## config.mk

```make
export PLATFORM = sky130hd
export DESIGN_NAME = ble_adv_beacon_extractor
export DESIGN_NICKNAME = d
export VERILOG_FILES = /design/src/sv/bae_pkg.sv /design/src/sv/bae_cfg_regs.sv /design/src/sv/bae_parser.sv /design/src/sv/ble_adv_beacon_extractor.sv
export SDC_FILE = /design/constraint.sdc
export NUM_CORES = 1
export LEC_CHECK = 0
export ABC_AREA = 1
export BUFFER_PORTS_ARGS = -buffer_cell sky130_fd_sc_hd__buf_4
export CORE_ASPECT_RATIO = 1.4
export CORE_MARGIN = 1
export CORE_UTILIZATION = 40
export CTS_CLUSTER_DIAMETER = 80
export DETAILED_ROUTE_END_ITERATION = 6
export GPL_ROUTABILITY_DRIVEN = 0
export GPL_TIMING_DRIVEN = 0
export PLACE_DENSITY_LB_ADDON = 0.05
export SLEW_MARGIN = 20
export SYNTH_ARGS = -nofsm -noshare
export SYNTH_HDL_FRONTEND = slang
export SYNTH_SLANG_ARGS = --single-unit
```

## constraint.sdc

```tcl
create_clock -name i_clk -period 4.95 [get_ports i_clk]
set_clock_uncertainty 0.15 [all_clocks]
set_input_delay 0.495 -clock i_clk [delete_from_list [all_inputs] [get_ports i_clk]]
set_output_delay 0.495 -clock i_clk [all_outputs]
set_load 0.005 [all_outputs]
```

## src/sv/bae_pkg.sv

```systemverilog
// ----------------------------------------------------------------------------
// Beacon extractor package
// Types and constants shared by the advertising beacon extractor modules.
// ----------------------------------------------------------------------------
package bae_pkg;

    localparam int ID_BYTES = 16;
    localparam int ID_BITS = ID_BYTES * 8;
    localparam int HALF_ID_BITS = ID_BITS / 2;

    localparam logic [7:0] MFG_TYPE = 8'hFF;
    localparam logic [4:0] ID_OFFSET = 5'd4;
    localparam logic [4:0] HALF_ID_END = 5'(4 + ID_BYTES / 2);
    localparam logic [4:0] MAJOR_OFFSET = 5'(4 + ID_BYTES);
    localparam logic [4:0] BODY_MIN = 5'(4 + ID_BYTES + 5);

    localparam logic [4:0] BODY_CO_LO = 5'd0;
    localparam logic [4:0] BODY_CO_HI = 5'd1;
    localparam logic [4:0] BODY_KIND = 5'd2;
    localparam logic [4:0] BODY_SIZE = 5'd3;

    localparam int CFG_IDX_W = 3;
    localparam logic [CFG_IDX_W-1:0] REG_COMPANY_CODE = 3'd0;
    localparam logic [CFG_IDX_W-1:0] REG_BEACON_KIND = 3'd1;
    localparam logic [CFG_IDX_W-1:0] REG_BEACON_BODY_SIZE = 3'd2;
    localparam logic [CFG_IDX_W-1:0] REG_REF_ID_HIGH = 3'd3;
    localparam logic [CFG_IDX_W-1:0] REG_REF_ID_LOW = 3'd4;

    localparam logic [15:0] RST_COMPANY_CODE = 16'd76;
    localparam logic [7:0] RST_BEACON_KIND = 8'd2;
    localparam logic [7:0] RST_BEACON_BODY_SIZE = 8'd21;

    typedef enum logic [3:0] {
        PH_LEN = 4'b0001,
        PH_TYPE = 4'b0010,
        PH_BODY = 4'b0100,
        PH_DONE = 4'b1000
    } t_phase;

    typedef struct packed {
        logic [7:0] data_byte;
        logic last_byte;
    } t_in;

    typedef struct packed {
        logic found;
        logic [63:0] id_high;
        logic [63:0] id_low;
        logic [15:0] major_value;
        logic [15:0] minor_value;
        logic signed [7:0] cal_power;
        logic id_is_reference;
    } t_out;

    typedef struct packed {
        logic [15:0] company_code;
        logic [7:0] beacon_kind;
        logic [7:0] beacon_body_size;
        logic [63:0] ref_id_high;
        logic [63:0] ref_id_low;
    } t_cfg;

endpackage

```

## src/sv/bae_cfg_regs.sv

```systemverilog
// ----------------------------------------------------------------------------
// Beacon extractor configuration registers
// Holds the match and reference registers, written one transaction at a time.
// ----------------------------------------------------------------------------
module bae_cfg_regs
    import bae_pkg::*;
(
    input  logic                 i_clk,
    input  logic                 i_rst_n,
    input  logic                 i_cfg_valid,
    output logic                 o_cfg_ready,
    input  logic [CFG_IDX_W-1:0] i_cfg_index,
    input  logic [63:0]          i_cfg_data,
    output t_cfg                 o_cfg
);

    t_cfg r_cfg;
    t_cfg n_cfg;

    assign o_cfg_ready = 1'b1;
    assign o_cfg = r_cfg;

    always_comb begin
        n_cfg = r_cfg;
        if (i_cfg_valid) begin
            case (i_cfg_index)
                REG_COMPANY_CODE: n_cfg.company_code = i_cfg_data[15:0];
                REG_BEACON_KIND: n_cfg.beacon_kind = i_cfg_data[7:0];
                REG_BEACON_BODY_SIZE: n_cfg.beacon_body_size = i_cfg_data[7:0];
                REG_REF_ID_HIGH: n_cfg.ref_id_high = i_cfg_data;
                REG_REF_ID_LOW: n_cfg.ref_id_low = i_cfg_data;
                default: n_cfg = r_cfg;
            endcase
        end
    end

    always_ff @(posedge i_clk) begin
        if (!i_rst_n) begin
            r_cfg.company_code <= RST_COMPANY_CODE;
            r_cfg.beacon_kind <= RST_BEACON_KIND;
            r_cfg.beacon_body_size <= RST_BEACON_BODY_SIZE;
            r_cfg.ref_id_high <= '0;
            r_cfg.ref_id_low <= '0;
        end else begin
            r_cfg <= n_cfg;
        end
    end

endmodule

```

## src/sv/bae_parser.sv

```systemverilog
// ----------------------------------------------------------------------------
// Beacon extractor structure parser
// Walks length/type structures byte by byte and captures a matching beacon.
// ----------------------------------------------------------------------------
module bae_parser
    import bae_pkg::*;
(
    input  logic i_clk,
    input  logic i_rst_n,
    input  logic i_en,
    input  t_in  i_item,
    input  t_cfg i_cfg,
    output t_out o_res
);

    t_phase r_phase;
    logic [7:0] r_field_left;
    logic r_field_is_mfg;
    logic [4:0] r_body_idx;
    logic r_header_ok;
    logic [HALF_ID_BITS-1:0] r_pend_id_hi;
    logic [HALF_ID_BITS-1:0] r_pend_id_lo;
    logic [39:0] r_pend_mmt;
    logic r_res_found;
    logic [HALF_ID_BITS-1:0] r_res_id_hi;
    logic [HALF_ID_BITS-1:0] r_res_id_lo;
    logic [39:0] r_res_mmt;

    t_phase n_phase;
    logic [7:0] n_field_left;
    logic n_field_is_mfg;
    logic [4:0] n_body_idx;
    logic n_header_ok;
    logic [HALF_ID_BITS-1:0] n_pend_id_hi;
    logic [HALF_ID_BITS-1:0] n_pend_id_lo;
    logic [39:0] n_pend_mmt;
    logic n_res_found;
    logic [HALF_ID_BITS-1:0] n_res_id_hi;
    logic [HALF_ID_BITS-1:0] n_res_id_lo;
    logic [39:0] n_res_mmt;

    logic [7:0] b;
    logic [7:0] left_dec;

    assign b = i_item.data_byte;
    assign left_dec = r_field_left - 8'd1;

    always_comb begin
        n_phase = r_phase;
        n_field_left = r_field_left;
        n_field_is_mfg = r_field_is_mfg;
        n_body_idx = r_body_idx;
        n_header_ok = r_header_ok;
        n_pend_id_hi = r_pend_id_hi;
        n_pend_id_lo = r_pend_id_lo;
        n_pend_mmt = r_pend_mmt;
        n_res_found = r_res_found;
        n_res_id_hi = r_res_id_hi;
        n_res_id_lo = r_res_id_lo;
        n_res_mmt = r_res_mmt;

        case (r_phase)
            PH_LEN: begin
                if (b == 8'd0) begin
                    n_phase = PH_DONE;
                end else begin
                    n_field_left = b;
                    n_phase = PH_TYPE;
                end
            end
            PH_TYPE: begin
                n_field_is_mfg = (b == MFG_TYPE);
                n_field_left = left_dec;
                n_body_idx = '0;
                n_header_ok = 1'b1;
                n_pend_id_hi = '0;
                n_pend_id_lo = '0;
                n_pend_mmt = '0;
                n_phase = (left_dec == 8'd0) ? PH_LEN : PH_BODY;
            end
            PH_BODY: begin
                if (r_body_idx < BODY_MIN) begin
                    if (r_body_idx == BODY_CO_LO) begin
                        if (b != i_cfg.company_code[7:0]) n_header_ok = 1'b0;
                    end else if (r_body_idx == BODY_CO_HI) begin
                        if (b != i_cfg.company_code[15:8]) n_header_ok = 1'b0;
                    end else if (r_body_idx == BODY_KIND) begin
                        if (b != i_cfg.beacon_kind) n_header_ok = 1'b0;
                    end else if (r_body_idx == BODY_SIZE) begin
                        if (b != i_cfg.beacon_body_size) n_header_ok = 1'b0;
                    end else if (r_body_idx < HALF_ID_END) begin
                        n_pend_id_hi = {r_pend_id_hi[HALF_ID_BITS-9:0], b};
                    end else if (r_body_idx < MAJOR_OFFSET) begin
                        n_pend_id_lo = {r_pend_id_lo[HALF_ID_BITS-9:0], b};
                    end else begin
                        n_pend_mmt = {r_pend_mmt[31:0], b};
                    end
                    n_body_idx = r_body_idx + 5'd1;
                end
                n_field_left = left_dec;
                if (left_dec == 8'd0) begin
                    if (r_field_is_mfg && n_header_ok && n_body_idx >= BODY_MIN) begin
                        n_res_found = 1'b1;
                        n_res_id_hi = n_pend_id_hi;
                        n_res_id_lo = n_pend_id_lo;
                        n_res_mmt = n_pend_mmt;
                        n_phase = PH_DONE;
                    end else begin
                        n_phase = PH_LEN;
                    end
                end
            end
            default: begin
                n_phase = r_phase;
            end
        endcase

        o_res.found = n_res_found;
        o_res.id_high = n_res_id_hi;
        o_res.id_low = n_res_id_lo;
        o_res.major_value = n_res_mmt[39:24];
        o_res.minor_value = n_res_mmt[23:8];
        o_res.cal_power = n_res_mmt[7:0];
        o_res.id_is_reference = n_res_found && (n_res_id_hi == i_cfg.ref_id_high)
                                && (n_res_id_lo == i_cfg.ref_id_low);

        if (i_item.last_byte) begin
            n_phase = PH_LEN;
            n_field_left = '0;
            n_field_is_mfg = 1'b0;
            n_body_idx = '0;
            n_header_ok = 1'b1;
            n_pend_id_hi = '0;
            n_pend_id_lo = '0;
            n_pend_mmt = '0;
            n_res_found = 1'b0;
            n_res_id_hi = '0;
            n_res_id_lo = '0;
            n_res_mmt = '0;
        end
    end

    always_ff @(posedge i_clk) begin
        if (!i_rst_n) begin
            r_phase <= PH_LEN;
            r_field_left <= '0;
            r_field_is_mfg <= 1'b0;
            r_body_idx <= '0;
            r_header_ok <= 1'b1;
            r_pend_id_hi <= '0;
            r_pend_id_lo <= '0;
            r_pend_mmt <= '0;
            r_res_found <= 1'b0;
            r_res_id_hi <= '0;
            r_res_id_lo <= '0;
            r_res_mmt <= '0;
        end else if (i_en) begin
            r_phase <= n_phase;
            r_field_left <= n_field_left;
            r_field_is_mfg <= n_field_is_mfg;
            r_body_idx <= n_body_idx;
            r_header_ok <= n_header_ok;
            r_pend_id_hi <= n_pend_id_hi;
            r_pend_id_lo <= n_pend_id_lo;
            r_pend_mmt <= n_pend_mmt;
            r_res_found <= n_res_found;
            r_res_id_hi <= n_res_id_hi;
            r_res_id_lo <= n_res_id_lo;
            r_res_mmt <= n_res_mmt;
        end
    end

    a_clear_after_last: assert property (@(posedge i_clk) disable iff (!i_rst_n)
        (i_en && i_item.last_byte) |=> (r_phase == PH_LEN && !r_res_found))
        else $error("Parser state not cleared after the final byte.");

    a_body_idx_sat: assert property (@(posedge i_clk) disable iff (!i_rst_n)
        r_body_idx <= BODY_MIN)
        else $error("Body index passed its saturation value.");

    a_found_stops: assert property (@(posedge i_clk) disable iff (!i_rst_n)
        r_res_found |-> (r_phase == PH_DONE))
        else $error("Parsing continued after a match.");

endmodule

```

## src/sv/ble_adv_beacon_extractor.sv

```systemverilog
// ----------------------------------------------------------------------------
// Advertising beacon extractor
// Parses advertising payload bytes and reports the first matching beacon.
// ----------------------------------------------------------------------------
//  Channel   Direction  Handshake               Payload
//  input     in         i_valid / o_stall       i_item (t_in)
//  result    out        o_valid / i_stall       o_res (t_out)
//  config    in         i_cfg_valid/o_cfg_ready i_cfg_index, i_cfg_data
//
//  One byte is accepted per cycle while o_stall is low; it is parsed from r_in.
//  The result of a payload is registered into r_out as its final byte is parsed.
//  Reset is synchronous and restores the register defaults and parse state.
//  A held result stalls only the final byte of the next payload.
// ----------------------------------------------------------------------------
module ble_adv_beacon_extractor
    import bae_pkg::*;
(
    input  logic                 i_clk,
    input  logic                 i_rst_n,
    input  logic                 i_valid,
    output logic                 o_stall,
    input  t_in                  i_item,
    output logic                 o_valid,
    input  logic                 i_stall,
    output t_out                 o_res,
    input  logic                 i_cfg_valid,
    output logic                 o_cfg_ready,
    input  logic [CFG_IDX_W-1:0] i_cfg_index,
    input  logic [63:0]          i_cfg_data
);

    t_cfg cfg;
    t_out res;
    logic r_in_valid;
    t_in r_in;
    logic r_out_valid;
    t_out r_out;
    logic out_free;
    logic proc;

    bae_cfg_regs u_cfg (
        .i_clk(i_clk),
        .i_rst_n(i_rst_n),
        .i_cfg_valid(i_cfg_valid),
        .o_cfg_ready(o_cfg_ready),
        .i_cfg_index(i_cfg_index),
        .i_cfg_data(i_cfg_data),
        .o_cfg(cfg)
    );

    bae_parser u_parser (
        .i_clk(i_clk),
        .i_rst_n(i_rst_n),
        .i_en(proc),
        .i_item(r_in),
        .i_cfg(cfg),
        .o_res(res)
    );

    assign out_free = !r_out_valid || !i_stall;
    assign proc = r_in_valid && (!r_in.last_byte || out_free);
    assign o_stall = r_in_valid && !proc;
    assign o_valid = r_out_valid;
    assign o_res = r_out;

    always_ff @(posedge i_clk) begin
        if (!i_rst_n) begin
            r_in_valid <= 1'b0;
            r_out_valid <= 1'b0;
        end else begin
            if (!o_stall) begin
                r_in_valid <= i_valid;
            end
            if (out_free) begin
                r_out_valid <= proc && r_in.last_byte;
            end
        end
    end

    always_ff @(posedge i_clk) begin
        if (i_valid && !o_stall) begin
            r_in <= i_item;
        end
        if (proc && r_in.last_byte) begin
            r_out <= res;
        end
    end

    a_stall_needs_item: assert property (@(posedge i_clk) disable iff (!i_rst_n)
        o_stall |-> (r_in_valid && r_in.last_byte))
        else $error("Input stalled without a held final byte.");

    a_last_gives_result: assert property (@(posedge i_clk) disable iff (!i_rst_n)
        (proc && r_in.last_byte) |=> o_valid)
        else $error("Final byte parsed without a result transaction.");

    a_ref_needs_found: assert property (@(posedge i_clk) disable iff (!i_rst_n)
        (o_valid && o_res.id_is_reference) |-> o_res.found)
        else $error("Reference match reported without a found beacon.");

endmodule

```

# After elaboration in Yosys (flattened, before gate mapping)
# Cells that the tools add are included.
# op_classes
n_addsub,2
n_lt_le_gt_ge,4
n_eq_ne,19
muxes,69
reduce_logical,33
# ops
op,count
64-bit 2-to-1 mux,23
40-bit 2-to-1 mux,12
64-bit one-hot mux with 2 select lines,2
64-bit equality test,2
40-bit one-hot mux with 2 select lines,1
8-bit inequality test,4
1-bit 2-to-1 mux,17
8-bit logical NOT,2
4-bit 2-to-1 mux,4
8-bit 2-to-1 mux,2
8-bit one-hot mux with 2 select lines,1
5-bit 2-to-1 mux,3
2-bit AND reduction,7
4-bit one-hot mux with 3 select lines,1
5-bit by 2-bit equality test with 1-bit output (second input constant),2
5-bit less-than comparator (second input constant),2
5-bit one-hot mux with 2 select lines,1
8-bit equality test (second input constant),1
1-bit logical AND,8
8-bit by 1-bit subtractor with 8-bit output (second input constant),1
3-bit by 2-bit equality test with 1-bit output (second input constant),2
3-bit AND reduction,2
3-bit nonzero test,2
5-bit by 1-bit adder with 5-bit output (second input constant),1
19 further kinds,24
# totals
register_bits,697
output_inout_bits,173

# Logic depth before layout (Yosys ltp)
# logic_depth
depth_word,16
mapped_depth,27
ltp_nobuf,24

# Cells and area by module
# Synthesis repeated with hierarchy kept, for this count alone.
# hier_totals
cells_unflattened,4578
area_unflattened_um2,32371.0
# by_module_without_submodules
module,n_inst,cells_each,area_each_um2
bae_parser,1,3439,20348.3
bae_cfg_regs,1,944,6536.3
ble_adv_beacon_extractor,1,195,5486.5

# Worst setup path before layout
# OpenSTA, ideal clock, no wires.
# synth_timing
kind,input -> register
startpoint,in i_stall
endpoint,"reg r_out, in the netlist o_res[0], enable pin"
setup_ps,523
arrival_ps,4248
t_required_ps,4277
path_slack_ps,29
stages,7
cell_sequence,nand2_1 -> inv_1 -> nand2_1 -> nand2_1 -> inv_1 -> nand2_1 -> inv_1
# synth_between
elab_chain_cells,5
# synth_rtl
item,line_no,source
from (decl),ble_adv_beacon_extractor.sv:24,"input logic i_stall,"
1-bit logical NOT,ble_adv_beacon_extractor.sv:60,assign out_free = !r_out_valid || !i_stall;
1-bit logical OR,ble_adv_beacon_extractor.sv:60,
1-bit logical OR,ble_adv_beacon_extractor.sv:61,assign proc = r_in_valid && (!r_in.last_byte || out_free);
1-bit logical AND,ble_adv_beacon_extractor.sv:61,
1-bit logical AND,ble_adv_beacon_extractor.sv:84,if (proc && r_in.last_byte) begin
to (signal assigned),ble_adv_beacon_extractor.sv:85,r_out <= res;
to (decl),ble_adv_beacon_extractor.sv:37,t_out r_out;
# No other way between the ends.
# A chain may end at the register's enable or synchronous reset.

==> impl_metrics.env <==
export IMPL_powerDensity_mw_per_mm2=334
export IMPL_timing_slew_headroom_pct=23.8
export IMPL_grtUsageMet3_pct=5.74
export IMPL_cts_htree_levels=3
export IMPL_async_reset_ff_share_pct=0
export IMPL_clock_sinks=697
export IMPL_ys_types=46
export IMPL_syn_avg_cell_area_um2=7.40
export IMPL_fin_area_mm2=0.0370
export IMPL_final_cell_mix="nand2_1 (1,455), dfxtp_1 (518), inv_1 (416), a21oi_1 (415), o21ai_0 (345)"
export IMPL_tightest_slew_ns=1.14
export IMPL_worstPathArrival_ns=5.12
export IMPL_nets=4643
export IMPL_wl_per_cell_um=24.6
export IMPL_ir_drop_mv=0.264
export IMPL_clock_latency_ns=0.65
export IMPL_drtIter0Drc=2992
export IMPL_p_seq_share_pct=48.2
export IMPL_timing_rr_start="u_parser.r_body_idx[2]"
export IMPL_synth_top_cell_area_share_pct=33.5
export IMPL_synth_area_leaders="dfxtp_1 (34%), nand2_1 (18%), edfxtp_1 (17%)"
export IMPL_portBuffers=252
export IMPL_p_int_w=0.00933
export IMPL_fill_cells=7900
export IMPL_fin_total_pwr_w=0.0123
export IMPL_finalHoldViolations=0
export IMPL_cts_path_max_buffers=3
export IMPL_start_util_pct=40.4
export IMPL_ys_seq_elements=697
export IMPL_placed_area_mm2=0.0341
export IMPL_ys_warnings_count=0
export IMPL_dpl_worst_slack_ns=0.0474
export IMPL_layout_drive_gt1_share_pct=9.66
export IMPL_switchingPower_w=0.00301
export IMPL_maxCapViolCount=0
export IMPL_numCtsBuffers=73
export IMPL_rsz0062_at_grt="no"
export IMPL_finalCritPeriodShare_pct=97.6
export IMPL_final_setup_viol_count=0
export IMPL_syn_inst=4184
export IMPL_use_met1_pct=40.3
export IMPL_grt_max_degree=70
export IMPL_grt_first_pass_wirelength_mm=191
export IMPL_status="finished clean"
export IMPL_vias=30200
export IMPL_p_comb_share_pct=6.2
export IMPL_min_path_type="in -> reg"
export IMPL_route_detailed_drc=0
export IMPL_fin_crit_ns=4.83
export IMPL_first_global_vias=27800
export IMPL_crit_start="u_parser.r_body_idx[2]"
export IMPL_worst_ep_required_time_ns=5.23
export IMPL_syn_nets=4271
export IMPL_fmax_mhz=207
export IMPL_maxSlewViolCount=0
export IMPL_whs_ns=0.0175
export IMPL_min_path_cells=3
export IMPL_timing_worst_setup_path_type="reg -> reg"
export IMPL_endpoint_kind="register"
export IMPL_grtUsageMet2_pct=57.5
export IMPL_tns_ns=0
export IMPL_synth_area_mm2=0.0309
export IMPL_p_clk_share_pct=45.6
export IMPL_p_leak_nw=15.2
export IMPL_worstSetupStartpointType="register"
export IMPL_reg2reg_depth=22
export IMPL_root_buffer="clkbuf_16"
export IMPL_core_mm2=0.0766
export IMPL_worst_slack_ns=0.117
export IMPL_synth_edf_count=179
export IMPL_fp_row_count=120
export IMPL_post_dp_hpwl_mm=105
export IMPL_viasPerCell=5.39
export IMPL_clk_pin_slew_ns=0.06
export IMPL_die_h_um=331
export IMPL_final_common_cell="nand2_1"
export IMPL_cts_tree="done"
export IMPL_yosys_area_top_type="dfxtp_1"
export IMPL_power_share_switching_pct=24.4
export IMPL_routed_wl_mm=138
export IMPL_grt_overflow=0
export IMPL_dieWidth_um=237
export IMPL_busiest_layer="met2"
export IMPL_synthFlopType="dfxtp_1"
export IMPL_ys_seq_area_share_pct=50.9
export IMPL_crit_fanout=10
export IMPL_dr_pass1_iters=6
export IMPL_areaGrowthSynthToFinish_pct=19.4
export IMPL_io_pins=254
export IMPL_antenna_found_initial=4
export IMPL_ant_nets=0
export IMPL_dieArea_mm2=0.0785
export IMPL_grt_util_all_layers_pct=34.4
export IMPL_min_from="i_cfg_data[2]"
## cells in the mapped netlist (2+ instances only)
cell type,number
a21oi_1,415
nand2_2,4
o22ai_1,59
a32oi_1,2
dfxtp_1,518
nand2_1,1455
clkbuf_1,181
and2_1,3
nor3_2,2
ha_1,6
xnor2_1,33
nor4_1,6
buf_1,19
mux2_2,8
buf_2,22
nand3_1,112
nor3_1,9
nand3b_1,9
nor2_2,4
o21ai_0,346
o21ai_1,19
nor2_1,267
xor2_1,30
or2_2,2
nor2_4,2
inv_1,417
buf_6,13
edfxtp_1,179
o211ai_1,9
mux2i_1,2
a31oi_1,2
buf_4,11
clkinv_1,2
nand4_1,4
## cells by family after synthesis
kind of cell / synth area share, %
adder cells (fa/ha/maj): 0.243
buffers and inverters: 8.62
XOR/XNOR: 1.78
AND/OR/NAND/NOR: 23.8
AO/OA/AOI/OAI: 14.3
multiplexers: 0.356
flip-flops: 50.9
other: 0.0121
## critical path, stage by stage (launching register included)
cell and delay (ns):
dfxtp_1 0.31, buf_6 0.13, nor2_4 0.27, nand2_2 0.15, inv_2 0.08, nand3_1 0.29, nand3b_1 0.30, nor2_2 0.26
nor2_1 0.09, nand2_2 0.11, nand4_2 0.14, nor2_2 0.24, buf_6 0.18, buf_6 0.25, nand2_1 0.16, nand2_1 0.32
xor2_1 0.38, nand2_1 0.11, nor2_1 0.13, nand2_1 0.06, nor2_1 0.10, nand3_1 0.09, nor2_1 0.30
## stage by stage
stage | util, % | instances
after floorplan | - | 4184
after global placement | 44.5 | 5412
after detailed placement | 44.6 | 5415
after CTS | 48.2 | 5592
after global routing | 48.3 | 5592
final | 48.3 | 5596
## state kept, by name, indices dropped and copies added (netlist names), 4 cells and up
name,cells
o_res,170
u_parser.r_res_mmt,40
u_parser.r_field_left,8
u_parser.r_pend_id_hi,64
u_parser.r_pend_mmt,40
u_parser.r_res_id_lo,64
u_cfg.o_cfg,160
r_in,9
u_parser.r_phase,4
u_parser.r_body_idx,5
u_parser.r_res_id_hi,64
u_parser.r_pend_id_lo,64
## power groups by stage
| stage | Sequential [W] | Combinational, W | Clock [W] |
|---|---|---|---|
| after floorplan | 0.00608 | 0.000338 | 0 |
| after global placement | 0.00609 | 0.000712 | 0 |
| after detailed placement | 0.00608 | 0.000716 | 0 |
| after CTS | 0.00595 | 0.000745 | 0.00567 |
| after global routing | 0.00596 | 0.000804 | 0.00589 |
| final | 0.00595 | 0.000763 | 0.00563 |
## path summary, 6_finish.rpt
kind	to	slack, ns
setup reg to reg	o_res[0]	0.12
setup / recovery	o_res[0]	0.12
hold / removal	u_cfg.o_cfg[146]	0.02
hold reg to reg	u_cfg.o_cfg[126]	0.31
## repair_timing
item,4_1_cts,5_1_grt
hold endpoints to repair,47,0
hold buffers,42,0
gates resized for setup,0,11
setup buffers,0,0
setup endpoints to repair,0,1
## layout make-up
type / instances / area [um^2] / share of cell area (%)
clock buffer: 101 / 2070 / 5.59
buffer: 246 / 1100 / 2.99
antenna: 4 / 10.0 / 0.0271
sequential: 697 / 15700 / 42.6
timing repair buffer: 297 / 2370 / 6.42
multi-input combinational: 2821 / 12600 / 34.0
inverter: 420 / 1580 / 4.29
tap: 976 / 1220 / 3.30
clock inverter: 34 / 298 / 0.806
## per-layer routing
layer | share of wire [%] | wire, um | up-vias
met5 | 0.0094 | 13 | -
met4 | 7.4 | 10200 | 2
met3 | 8.1 | 11200 | 357
li1 | - | - | 14100
met1 | 38 | 52100 | 14200
met2 | 47 | 64300 | 1462
(Power assumes the default switching activity.)
